File: src/design/srm_pkg.sv
// shared types and constants for the shortest removal block
// used by srm_resid and the top level, no dependencies
package srm_pkg;

    localparam int VAL_W = 32;
    localparam int MOD_W = 31;
    localparam int LEN_W = 10;
    localparam logic [31:0] HASH_MULT = 32'd2654435761;

    typedef struct packed {
        logic signed [VAL_W-1:0] value;
        logic                    last;
    } in_t;

    typedef struct packed {
        logic             found;
        logic [LEN_W-1:0] removal_length;
        logic             overflow;
    } out_t;

endpackage

File: src/design/srm_resid.sv
// iterative residue unit: signed value reduced to [0, modulus), one bit per cycle
// depends on srm_pkg
module srm_resid (
    input  logic                                aclk,
    input  logic                                aresetn,
    input  logic                                start,
    input  logic signed [srm_pkg::VAL_W-1:0]    value,
    input  logic [srm_pkg::MOD_W-1:0]           modulus,
    output logic                                done,
    output logic [srm_pkg::MOD_W-1:0]           residue
);

    logic                        busy_reg, busy_next;
    logic                        done_reg, done_next;
    logic [5:0]                  cnt_reg, cnt_next;
    logic [srm_pkg::VAL_W-1:0]   dvd_reg, dvd_next;
    logic [srm_pkg::VAL_W-1:0]   rem_reg, rem_next;
    logic                        neg_reg, neg_next;
    logic [srm_pkg::MOD_W-1:0]   res_reg, res_next;
    logic [srm_pkg::VAL_W-1:0]   rem_sh;
    logic [srm_pkg::VAL_W-1:0]   mod_ext;

    assign mod_ext = {1'b0, modulus};
    assign rem_sh  = {rem_reg[srm_pkg::VAL_W-2:0], dvd_reg[srm_pkg::VAL_W-1]};

    always_comb begin
        busy_next = busy_reg;
        done_next = 1'b0;
        cnt_next  = cnt_reg;
        dvd_next  = dvd_reg;
        rem_next  = rem_reg;
        neg_next  = neg_reg;
        res_next  = res_reg;
        if (start) begin
            busy_next = 1'b1;
            cnt_next  = 6'd32;
            neg_next  = value[srm_pkg::VAL_W-1];
            dvd_next  = value[srm_pkg::VAL_W-1] ? (~value + 32'sd1) : value;
            rem_next  = '0;
        end else if (busy_reg) begin
            if (cnt_reg == 6'd0) begin
                busy_next = 1'b0;
                done_next = 1'b1;
                if (neg_reg && (rem_reg[srm_pkg::MOD_W-1:0] != '0)) begin
                    res_next = modulus - rem_reg[srm_pkg::MOD_W-1:0];
                end else begin
                    res_next = rem_reg[srm_pkg::MOD_W-1:0];
                end
            end else begin
                cnt_next = cnt_reg - 6'd1;
                dvd_next = {dvd_reg[srm_pkg::VAL_W-2:0], 1'b0};
                rem_next = (rem_sh >= mod_ext) ? (rem_sh - mod_ext) : rem_sh;
            end
        end
    end

    always_ff @(posedge aclk) begin
        if (!aresetn) begin
            busy_reg <= 1'b0;
            done_reg <= 1'b0;
        end else begin
            busy_reg <= busy_next;
            done_reg <= done_next;
        end
        cnt_reg <= cnt_next;
        dvd_reg <= dvd_next;
        rem_reg <= rem_next;
        neg_reg <= neg_next;
        res_reg <= res_next;
    end

    assign done    = done_reg;
    assign residue = res_reg;

endmodule

File: config.mk
export PLATFORM = sky130hd
export DESIGN_NAME = srm_resid
export DESIGN_NICKNAME = d
export VERILOG_FILES = /design/src/design/srm_pkg.sv /design/src/design/srm_resid.sv
export SDC_FILE = /design/constraint.sdc
export NUM_CORES = 1
export LEC_CHECK = 0
export ABC_AREA = 1
export BUFFER_PORTS_ARGS = -buffer_cell sky130_fd_sc_hd__buf_2
export CORE_ASPECT_RATIO = 0.5
export CORE_MARGIN = 5
export CORE_UTILIZATION = 40
export CTS_CLUSTER_DIAMETER = 200
export DETAILED_ROUTE_END_ITERATION = 6
export PLACE_DENSITY = 0.7
export SKIP_LAST_GASP = 1
export SYNTH_ARGS = -nofsm -noshare
export SYNTH_HDL_FRONTEND = slang
export SYNTH_SLANG_ARGS = --single-unit
File: constraint.sdc
create_clock -name aclk -period 3.2 [get_ports aclk]
set_input_delay 0.16 -clock aclk [delete_from_list [all_inputs] [get_ports aclk]]
set_output_delay 0.16 -clock aclk [all_outputs]
set_load 0.05 [all_outputs]
### Word level (Yosys, flattened, before mapping)

Cells that the tools add are included.

| operators by class | value |
|---|---|
| add/sub/neg operators | 4 |
| $lt $le $gt $ge | 1 |
| equal/unequal tests | 1 |
| multiplexer cells | 10 |
| bitwise gates (word level) | 5 |
| reduce and logical (&&, ||, !) cells | 8 |

Operators with widths:

| cell | count |
|---|---|
| 2-to-1 mux 32 bit | 4 |
| 2-to-1 mux 31 bit | 2 |
| subtractor 31 bit | 2 |
| adder 32 x 2 -> 32 bit, second input constant | 1 |
| greater-or-equal comparator 32 x 31 -> 1 bit | 1 |
| NOT 32 bit | 1 |
| nonzero test 31 bit | 1 |
| logical NOT 6 bit | 1 |
| subtractor 6 x 1 -> 6 bit, second input constant | 1 |
| 2-to-1 mux 1 bit | 4 |
| NOT 1 bit | 4 |
| AND reduction 2 bit | 2 |
| AND reduction 3 bit | 1 |
| OR reduction 3 bit | 1 |
| != test 2 bit, second input constant | 1 |
| nonzero test 2 bit | 1 |
| logical AND 1 bit | 1 |

| word-level totals | value |
|---|---|
| register bits after elaboration | 103 |
| input bits | 66 |
| output and inout bits | 32 |
| logic and storage cells | 36 |

### Logic depth before layout (Yosys ltp)

Gate-level depths: netlist of the first run.

| logic depth | value |
|---|---|
| word-level depth | 4 |
| mapped depth | 17 |
| mapped depth without buffers | 16 |

### Worst setup path after synthesis of the first run

Ideal clock, no wire load.

| timing | value |
|---|---|
| path kind | register to register |
| start point | register cnt_reg[0] |
| end point | register res_reg (netlist bit residue[0]), enable pin |
| library setup time | 458 ps |
| arrival | 2834 ps |
| data required time | 2742 ps |
| slack | -92 ps |
| cell stages (with the launch flop) | 5 |
| path buffers | 0 |
| cell sequence | dfxtp_1 -> inv_1 -> ha_1 -> nand4_1 -> nor3_1 |

| between the ends | value |
|---|---|
| longest elaborated chain between the ends | 2 |

RTL lines:

| element | RTL line | RTL |
|---|---|---|
| from (decl) | srm_resid.sv:15 | `logic [5:0] cnt_reg, cnt_next;` |
| from (signal assigned) | srm_resid.sv:65 | `cnt_reg <= cnt_next;` |
| logical NOT 6 bit | srm_resid.sv:41 | `if (cnt_reg == 6'd0) begin` |
| AND reduction 3 bit (no source line) | - |  |
| to (signal assigned) | srm_resid.sv:69 | `res_reg <= res_next;` |
| to (decl) | srm_resid.sv:19 | `logic [srm_pkg::MOD_W-1:0] res_reg, res_next;` |

Every way passes these cells.
A chain may end at the register's enable or synchronous reset.

### Worst setup path after layout of the first run

| timing | value |
|---|---|
| start point | register rem_reg[0] (netlist bit) |
| end point | register rem_reg[9] (netlist bit) |

| between the ends | value |
|---|---|
| longest elaborated chain between the ends | 2 |

RTL lines:

| element | RTL line | RTL |
|---|---|---|
| from (decl) | srm_resid.sv:17 | `logic [srm_pkg::VAL_W-1:0] rem_reg, rem_next;` |
| from (signal assigned) | srm_resid.sv:67 | `rem_reg <= rem_next;` |
| subtractor 31 bit or greater-or-equal comparator 32 x 31 -> 1 bit (tied branches) | srm_resid.sv:52 | `rem_next = (rem_sh >= mod_ext) ? (rem_sh - mod_ext) : rem_sh;` |
| 2-to-1 mux 31 bit * | srm_resid.sv:52 |  |

Every way passes the cells marked *; elsewhere a longest branch is shown, timed or not.

==> run metrics, run 1 <==
status=complete, no violations; Avg Synthesized Cell Area=6.291 µm²; count of maximum capacitance violations=0; flip-flop count of the largest register, all copies and words added=32; Fin Setup TNS=0 ns; vias after detailed routing=10,011; number of antenna violations at the first check in global routing=0; utilization after layout=45.77%; maximum clock path buffer count=2; Async SR Flop Fraction=0%; Initial Util=41.20%; number of buffers created by CTS=9; switching portion of total power=30.46%; hold-fix buffers at CTS=0; cell taking the most area after synthesis=nand2_1; Avg Vias per Cell=4.958; Max-slew headroom=53.18%; clock tree from TritonCTS=built; minimum setup slack after placement=0.6502 ns; growth of design area from synthesis to finish=11.07%; placeable core region=0.02432 mm²; termination of the worst setup path=rem_reg[9]$_SDFFE_PP0P_; leading post-synthesis cells by cell area=nand2_1 21%, edfxtp_1 19%, inv_1 10%; proportion of netlist area held by the largest area contributor=20.60%; Detailed Place HPWL=23,280 µm; count of inserted antenna diode cells=0; I/O Buffers=97; endpoint of the most critical register-to-register path=rem_reg[9]$_SDFFE_PP0P_; Max Slew Vio Count=0; sequential share of the synthesized area=26.97%; Comb power frac=20.7%; post-route ant nets=0; Die ar.=0.02851 mm²; Std-Cell Rows=40; Max rail drop VDD=0.0002178 V; total track usage=20.37%; type of the worst setup path=register to register; primary flip-flop cell chosen by synthesis mapping=edfxtp_1; cell internal pwr=2413 µW; min cycle time layout=2.564 ns; detailed-route DRC error count=0; number of clock sinks seen by CTS=103; total net switching power=1057 µW; number of detailed-route iterations in the first pass=5; power share of the clock group=35.6%; worst reg2reg setup slack=0.64 ns; number of hold-slack violations in the final timing report=0; count of state elements after synthesis=103; starting DRC count in detailed routing=880; cells traversed along the worst timing path=inv_1 -> fa_1 -> inv_1 -> nand3_1 -> nand2_4 -> nand2_2 -> nand2_2 -> nand2_2 -> nand3_2 -> nand2_4 -> nand2_8 -> nand2_1 -> nand3_1 -> o21ai_0; vias in the first global route=8,987; crit path capture type=register; routed length per instance=14.28 µm; critical path startpoint category=register; post-synthesis cell area=0.01002 mm²; Commonest cells post-synth=550 x nand2_1, 271 x inv_1, 132 x nand3_1, 119 x nor2_1; number of nets in the synthesized netlist=1,725; Final setup viols=0; Max stage delay cell, worst path=fa_1; most frequent cell on the critical path=nand2_2; source of the worst register-to-register timing path=rem_reg[0]$_SDFFE_PP0P_; synthesis warning total=0; launch point of the worst path=rem_reg[0]$_SDFFE_PP0P_; fraction of power consumed by sequential logic=43.8%; io pins=98; number of library cell types mapped by synthesis=42; required time of the worst setup path=3.44 ns; post-route clock skew=0.01380 ns; y dimension of the die=121.9 µm; largest stage delay on the critical path=0.43 ns; cell count after synthesis=1,593; total of cells resized after clock tree synthesis=0; Fill cells=2,610; count of flip-flops with a built-in enable after synthesis=64; first-pass GRT wire length=46,240 µm; source-to-sink clock delay at the later pin of the worst-skew pair=0.38 ns; die outline width=233.9 µm; unrepaired setup endpoints after global routing=false; proportion of layout cells with a drive suffix above 1=11.35%; Worst Slack Setup Final=0.6358 ns; Pleak=0.005820 µW; final clock period utilization by the worst path=80.13%; biggest fanout along the worst timing path=32; clock slew seen by the registers of the worst setup and hold paths=0.08 ns; top-count cell post-synth=nand2_1; Worst Hold Class=primary input to register; number of cells traversed by the worst register-to-register path=14; overflow left after global routing=0; H-tree levels=3; final-stage net count=1,810; Data arrival, critical path=2.81 ns; power density relative to cell area=311.7 mW/mm²; RePlAce Congestion=0.9755; Post CTS Setup Buffer Count=0; fmax=0.3900 GHz; Worst-Margin Slew=0.7024 ns; Routed WL=28,840 µm; master cell of the clock root buffer=clkbuf_16; pin count of the biggest net entering global routing=51
==> worst min-delay path by stage <==
| stage | from | end | slack (ns) | cells past startpoint |
|---|---|---|---|---|
| floorplan | value[31] | neg_reg$_DFFE_PP_ | 0.26 | 0 |
| global placement | value[0] | dvd_reg[0]$_SDFFCE_PN0P_ | 0.43 | 3 |
| detailed placement | value[0] | dvd_reg[0]$_SDFFCE_PN0P_ | 0.44 | 3 |
| CTS | value[0] | dvd_reg[0]$_SDFFCE_PN0P_ | 0.05 | 3 |
| global route | aresetn | busy_reg$_SDFF_PN0_ | 0.08 | 3 |
| finish | value[0] | dvd_reg[0]$_SDFFCE_PN0P_ | 0.06 | 3 |
==> worst max-delay path, delay by kind of cell, from the launching register on <==
family	cells	cell delay, ns
DFF	1	0.42
buffers and inverters	2	0.22
AOI/OAI and AO/OA	1	0.07
and+or+nand+nor	10	1.26
adders and majority gates	1	0.43
==> kinds of logic (layout without fill, tap and decap cells) <==
logic type	count (synthesis)	count (layout)	synth area share, %
adders and majority gates	66	66	8.390
buffers and inverters	312	402	12.61
and+or+nand+nor	906	906	39.26
xor gates and xnor gates	49	49	4.282
DFF	103	103	26.97
AOI/OAI and AO/OA	157	157	8.490
==> power by group through the flow <==
stage	combinational, µW	sequential, µW	clock, µW
2_1_floorplan	485	1560	0
3_3_place_gp	705	1550	0
3_5_place_dp	707	1550	0
4_1_cts	712	1520	1260
5_1_grt	805	1530	1320
6_report	717	1520	1230
==> cell usage in the layout, fill, tap and decap left out, drive strengths merged <==
master | synthesis | routed
a31oi | 4 | 4
nor2 | 128 | 128
xor2 | 18 | 18
a21o | 4 | 4
a21boi | 1 | 1
xnor2 | 31 | 31
nand2 | 576 | 576
nand3b | 8 | 8
nand3 | 149 | 149
dfxtp | 39 | 39
o21a | 5 | 5
ha | 64 | 64
o21bai | 4 | 4
o22ai | 1 | 1
a21oi | 57 | 57
clkbuf | 13 | 13
nand4 | 18 | 18
nor4 | 9 | 9
or2 | 2 | 2
inv | 281 | 282
nor3 | 16 | 16
edfxtp | 64 | 64
clkinv | 0 | 2
o31ai | 2 | 2
buf | 18 | 105
fa | 2 | 2
o21ai | 79 | 79
==> cell type report <==
type | instances | area (µm²) | area share [%]
multi-input combinational | 1178 | 6078 | 54.60
clock inverter | 3 | 26.28 | 0.2360
sequential | 103 | 2703 | 24.28
timing repair buffer | 105 | 545.5 | 4.901
clock buffer | 13 | 304.0 | 2.731
tap | 336 | 420.4 | 3.777
inverter | 281 | 1055 | 9.475
==> per-stage QoR <==
step | hold WS (ns) | cell area [µm²] | std cells | total power [µW]
final | 0.06072 | 11130 | 2019 | 3469
after global routing | 0.08303 | 11130 | 2019 | 3652
after CTS | 0.04522 | 11130 | 2019 | 3494
after detailed placement | 0.4419 | 10800 | 2003 | 2255
after global placement | 0.4314 | 10800 | 2003 | 2251
after floorplan | 0.2589 | 10030 | 1593 | 2041
==> metal layers <==
metal / global-route usage [%] / vias up / share of wire (%)
li1: - / 5207 / -
met1: 30.27 / 4449 / 50
met2: 30.01 / 322 / 40
met3: 4.378 / 33 / 7.7
met4: 4.984 / 0 / 1.9
met5: 0 / - / 0
Note: power is estimated with default switching activity, not from simulation.
==> run 2: changes to the inputs <==
Settings changed: ABC_AREA 1 to 0, PLACE_DENSITY 0.7 to 0.71.
Clock period 3.2 ns to 2.05 ns, I/O delays scaled along.
==> run 2 against run 1 <==
Against the previous run:
- utilization grew 19 points
- sequential share of layout area fell by 2.9 points
- sequential cell count unchanged
- critical endpoint is now residue[30]$_DFFE_PP_
- die area decreased by 18%
- largest cell class unchanged
- combinational power up 120%
- via count decreased by 13%
- the run now ends with setup timing left
==> run metrics, run 2 <==
min cycle time layout=3.126 ns; y dimension of the die=110.4 µm; maximum clock path buffer count=2; H-tree levels=3; Async SR Flop Fraction=0%; Initial Util=41.06%; number of hold-slack violations in the final timing report=0; post-route ant nets=0; Avg Vias per Cell=5.487; violated checks=setup timing; Max Slew Vio Count=0; RePlAce Congestion=0.9808; unrepaired setup endpoints after global routing=true; Pleak=0.005761 µW; critical path startpoint category=register; Avg Synthesized Cell Area=8.642 µm²; final-stage net count=1,454; final clock period utilization by the worst path=152.5%; type of the worst setup path=register to register; number of antenna violations at the first check in global routing=2; sequential share of the synthesized area=33.52%; placeable core region=0.01964 mm²; source-to-sink clock delay at the later pin of the worst-skew pair=0.37 ns; pin count of the biggest net entering global routing=60; post-route clock skew=0.01440 ns; number of nets in the synthesized netlist=1,065; primary flip-flop cell chosen by synthesis mapping=edfxtp_1; Data arrival, critical path=3.25 ns; vias after detailed routing=8,747; synthesis warning total=0; starting DRC count in detailed routing=634; io pins=98; master cell of the clock root buffer=clkbuf_16; fmax=0.3199 GHz; proportion of netlist area held by the largest area contributor=23.84%; cell taking the most area after synthesis=edfxtp_1; Worst Hold Class=primary input to register; number of clock sinks seen by CTS=103; biggest fanout along the worst timing path=3; most frequent cells in the layout=274 x buf_4, 96 x buf_2, 73 x inv_1, 69 x a21oi_1, 69 x nand2_1; number of buffers created by CTS=9; worst reg2reg setup slack=-1.08 ns; clock tree from TritonCTS=built; vias in the first global route=8,687; cell count after synthesis=933; top-count cell post-synth=a21oi_1; post-synthesis cell area=0.008063 mm²; proportion of layout cells with a drive suffix above 1=44.54%; I/O Buffers=97; count of maximum capacitance violations=0; Std-Cell Rows=36; Detailed Place HPWL=19,500 µm; clock slew seen by the registers of the worst setup and hold paths=0.09 ns; first-pass GRT wire length=43,350 µm; status=complete, but fails checks; Die ar.=0.02327 mm²; Routed WL=28,040 µm; post-placement cell area=0.01124 mm²; leading post-synthesis cells by cell area=edfxtp_1 24%, ha_1 9.9%, dfxtp_1 9.7%; required time of the worst setup path=2.18 ns; crit path capture type=register; count of state elements after synthesis=103; die outline width=210.8 µm; count of flip-flops with a built-in enable after synthesis=64; Worst-Margin Slew=0.6764 ns; power density relative to cell area=452.5 mW/mm²; number of detailed-route iterations in the first pass=5; detailed-route DRC error count=0; number of library cell types mapped by synthesis=71; total track usage=23.09%; Worst Slack Setup Final=-1.076 ns; commonest non-fill, non-tap cell in the layout=buf_4; Final setup viols=70; Max rail drop VDD=0.0004235 V; overflow left after global routing=0; Fin Setup TNS=-42.86 ns; Commonest cells post-synth=83 x a21oi_1, 81 x inv_1, 72 x nand2_1, 65 x nor2_1; Max-slew headroom=54.90%; growth of design area from synthesis to finish=58.71%; Non-Filler Cell Area, Final=0.01280 mm²; flip-flop count of the largest register, all copies and words added=32; routed length per instance=17.59 µm
## run 2: layer usage
layer | vias to the layer above | wire length [µm] | global-route usage, % | part of all wire, %
met2 | 305 | 13550 | 40.22 | 48
met5 | - | 11 | 0 | 0.039
met3 | 43 | 1811 | 4.665 | 6.5
met4 | 2 | 486 | 5.548 | 1.7
met1 | 4180 | 12180 | 29.91 | 43
li1 | 4217 | - | - | -
## run 2: metrics by stage
stage	cells	worst slack (ns)	power (µW)	hold slack (ns)	utilization, %
2_1_floorplan	933	-0.6155	3174	0.2014	-
3_3_place_gp	1530	-0.8462	3704	0.3239	57.24
3_5_place_dp	1530	-0.9175	3751	0.3243	57.24
4_1_cts	1579	-0.9344	5687	0.06048	62.57
5_1_grt	1594	-1.220	6070	0.07145	65.16
6_report	1594	-1.076	5790	0.07019	65.16
## run 2: worst paths after layout
kind,start,to,cells past startpoint
min,value[0],dvd_reg[0]$_SDFFCE_PN0P_,2
max,rem_reg[0]$_SDFFE_PP0P_,residue[30]$_DFFE_PP_,12
max reg2reg,rem_reg[0]$_SDFFE_PP0P_,residue[30]$_DFFE_PP_,12
min reg2reg,cnt_reg[0]$_SDFFE_PP0P_,cnt_reg[0]$_SDFFE_PP0P_,2
## run 2: repair_timing
action | 4_1_cts | 5_1_grt
hold buffers | 1 | 0
setup buffers | 25 | 24
resized for setup | 67 | 100
pin swaps | 41 | 65
cloned | 7 | 1
endpoints found under the setup margin | 69 | 72
endpoints found under the hold margin | 2 | 0
## run 2: power by group
group          leakage, µW  internal [µW]  switching (µW)
Sequential        0.000937           2330            47.3
Clock             0.000144            867             941
Combinational      0.00468            767             839
## run 2: cell type report
type | count | area (µm²)
Antenna cell | 1 | 2.502
Clock buffer | 9 | 225.2
Clock inverter | 7 | 77.57
Fill cell | 1520 | 6843
Inverter | 82 | 307.8
Multi-Input combinational cell | 713 | 5881
Sequential cell | 103 | 2733
Tap cell | 266 | 332.8
Timing Repair Buffer | 413 | 3237
## run 2: logic make-up (layout without fill, tap and decap cells)
group | count (synthesis) | count (layout) | share of synthesized area (%)
compound gates | 302 | 302 | 24.21
mux | 26 | 26 | 3.305
buf+inv | 117 | 511 | 5.618
fa+ha+maj | 66 | 66 | 10.43
simple gates | 238 | 238 | 14.12
other cells | 0 | 1 | 0
flops | 103 | 103 | 33.52
xor+xnor | 81 | 81 | 8.799
## run 2: critical path, cell delays in order, from the launching register on
cell and delay, ns:
dfxtp_4 0.36, ha_4 0.13, inv_2 0.04, fa_2 0.35
a211oi_2 0.22, o211ai_1 0.24, nand4_1 0.25, a31oi_2 0.14
a41o_1 0.26, a221oi_2 0.33, o21bai_1 0.14, mux2_2 0.29
xor2_1 0.14
==> run 3: changes to the inputs <==
Settings changed: REMOVE_ABC_BUFFERS from default to 1.
==> run 3 against run 2 <==
Against the previous run:
- utilization is 3.0 points lower
- first-iteration DRC count is 14% lower
- critical endpoint unchanged
- die area stayed put
- the run still ends with setup timing left
- cell area is 4.6% lower
==> run metrics, run 3 (synthesized netlist as in run 2, its figures left out) <==
status=complete, but fails checks; violated checks=setup timing; largest stage delay on the critical path=0.43 ns; commonest non-fill, non-tap cell in the layout=buf_4; number of buffers created by CTS=9; post-route ant nets=0; Initial Util=41.06%; min cycle time layout=3.151 ns; vias in the first global route=8,620; source-to-sink clock delay at the later pin of the worst-skew pair=0.37 ns; critical path startpoint category=register; number of clock sinks seen by CTS=103; count of maximum capacitance violations=0; met2 usage=38.12%; biggest fanout along the worst timing path=3; I/O Buffers=97; total instance count after detailed placement=1,529; flip-flop count of the largest register, all copies and words added=32; Die ar.=0.02327 mm²; Avg Vias per Cell=5.467; H-tree levels=3; Fin Hold WS=0.08213 ns; clock tree from TritonCTS=built; Max-slew headroom=52.99%; power density relative to cell area=474.9 mW/mm²; overflow left after global routing=0; M3 GR Usage=5.117%; y dimension of the die=110.4 µm; master cell of the clock root buffer=clkbuf_16; most congested layer reported by global routing=met2; most frequent cells in the layout=270 x buf_4, 96 x buf_2, 78 x inv_1, 74 x a21oi_1, 69 x nand2_1; total area of multi-input combinational cells=0.005632 mm²; Worst-Margin Slew=0.6978 ns; first-pass GRT wire length=41,860 µm; Std-Cell Rows=36; Max stage delay cell, worst path=o211ai_1; number of antenna violations at the first check in global routing=1; total track usage=22.24%; number of detailed-route iterations in the first pass=5; number of hold-slack violations in the final timing report=0; count of inserted antenna diode cells=0; maximum clock path buffer count=2; cell class contributing the biggest share of worst-path delay=compound AO/OA/AOI/OAI gates; Max Slew Vio Count=0; post-route clock skew=0.01004 ns; vias after detailed routing=8,594; clock slew seen by the registers of the worst setup and hold paths=0.07 ns; growth of design area from synthesis to finish=51.46%; required time of the worst setup path=2.17 ns; startpoint of the tightest hold check path=value[0]; Max rail drop VDD=0.0003852 V; Fill cells=1,589; final clock period utilization by the worst path=153.7%; starting DRC count in detailed routing=548; placeable core region=0.01964 mm²; pin count of the biggest net entering global routing=69; die outline width=210.8 µm; fmax=0.3173 GHz; final-stage net count=1,433; Worst Hold Class=primary input to register; met1 usage=28.45%; minimum setup slack after placement=-1.330 ns; routed length per instance=16.97 µm; count of buffering cells on the critical path with inverters included=1; detailed-route DRC error count=0; io pins=98; Worst Slack Setup Final=-1.101 ns; unrepaired setup endpoints after global routing=true; Routed WL=26,680 µm; Final setup viols=65; launch point of the worst path=rem_reg[0]$_SDFFE_PP0P_; proportion of layout cells with a drive suffix above 1=39.82%; type of the worst setup path=register to register; Pleak=0.005551 µW; flip-flop and latch area=0.002715 mm²; Detailed Place HPWL=18,740 µm; post-route non-filler standard cell count=1,572; cells traversed along the worst timing path=ha_4 -> inv_2 -> fa_2 -> a211oi_2 -> o211ai_1 -> nand4_1 -> a31oi_2 -> a41o_1 -> a221oi_2 -> o21bai_1 -> mux2_2 -> xor2_1; source of the worst register-to-register timing path=rem_reg[0]$_SDFFE_PP0P_; RePlAce Congestion=0.9086; Data arrival, critical path=3.27 ns; crit path capture type=register
[run 3: cell types whose count changed in the layout (fill, tap and decap cells not counted), sizes merged]
cell and change:
bufinv +2, buf -21, diode -1, inv -3
clkbuf +4, clkinv -3
[run 3: cell type report]
type / instances / share of cell area [%]
Inverter: 82 / 2.520
Clock buffer: 13 / 2.049
Tap cell: 266 / 2.725
Sequential cell: 103 / 22.23
Clock inverter: 3 / 0.5533
Timing Repair Buffer: 392 / 23.80
Multi-Input combinational cell: 713 / 46.12
[run 3: worst paths after layout]
path                                                 end  slack, ns  cells after the start
worst max register to register     residue[30]$_DFFE_PP_      -1.10                     12
worst max-delay path               residue[30]$_DFFE_PP_      -1.10                     12
worst min register to register   cnt_reg[0]$_SDFFE_PP0P_       0.54                      2
worst min-delay path            dvd_reg[0]$_SDFFCE_PN0P_       0.08                      2
[run 3: through the flow]
step           utilization [%]  instance area, µm²  TNS, ns  power (µW)
2_1_floorplan                -                7918  -163.30        3083
3_3_place_gp             55.25               10850   -45.50        3633
3_5_place_dp             55.25               10850   -48.84        3683
4_1_cts                  61.01               11980   -34.79        5738
5_1_grt                  62.18               12210   -47.18        6040
6_report                 62.18               12210   -40.11        5800
[run 3: repair_timing]
| item | 4_1_cts | 5_1_grt |
|---|---|---|
| hold endpoints to repair | 2 | 0 |
| cloned | 3 | 1 |
| gates resized for setup | 126 | 59 |
| hold buffers | 1 | 0 |
| buffers inserted | 20 | 9 |
| pin swaps | 63 | 35 |
| setup endpoints to repair | 68 | 70 |
[run 3: report_power, final]
group / internal, µW / total, µW / switching (µW)
clock: 1110 / 1920 / 816
combinational: 703 / 1500 / 798
sequential: 2330 / 2380 / 44.3
[run 3: metal layers]
metal,up-vias,share of wire (%)
met5,-,0.026
li1,4150,-
met1,4128,45
met2,269,47
met3,45,6.0
met4,2,1.7
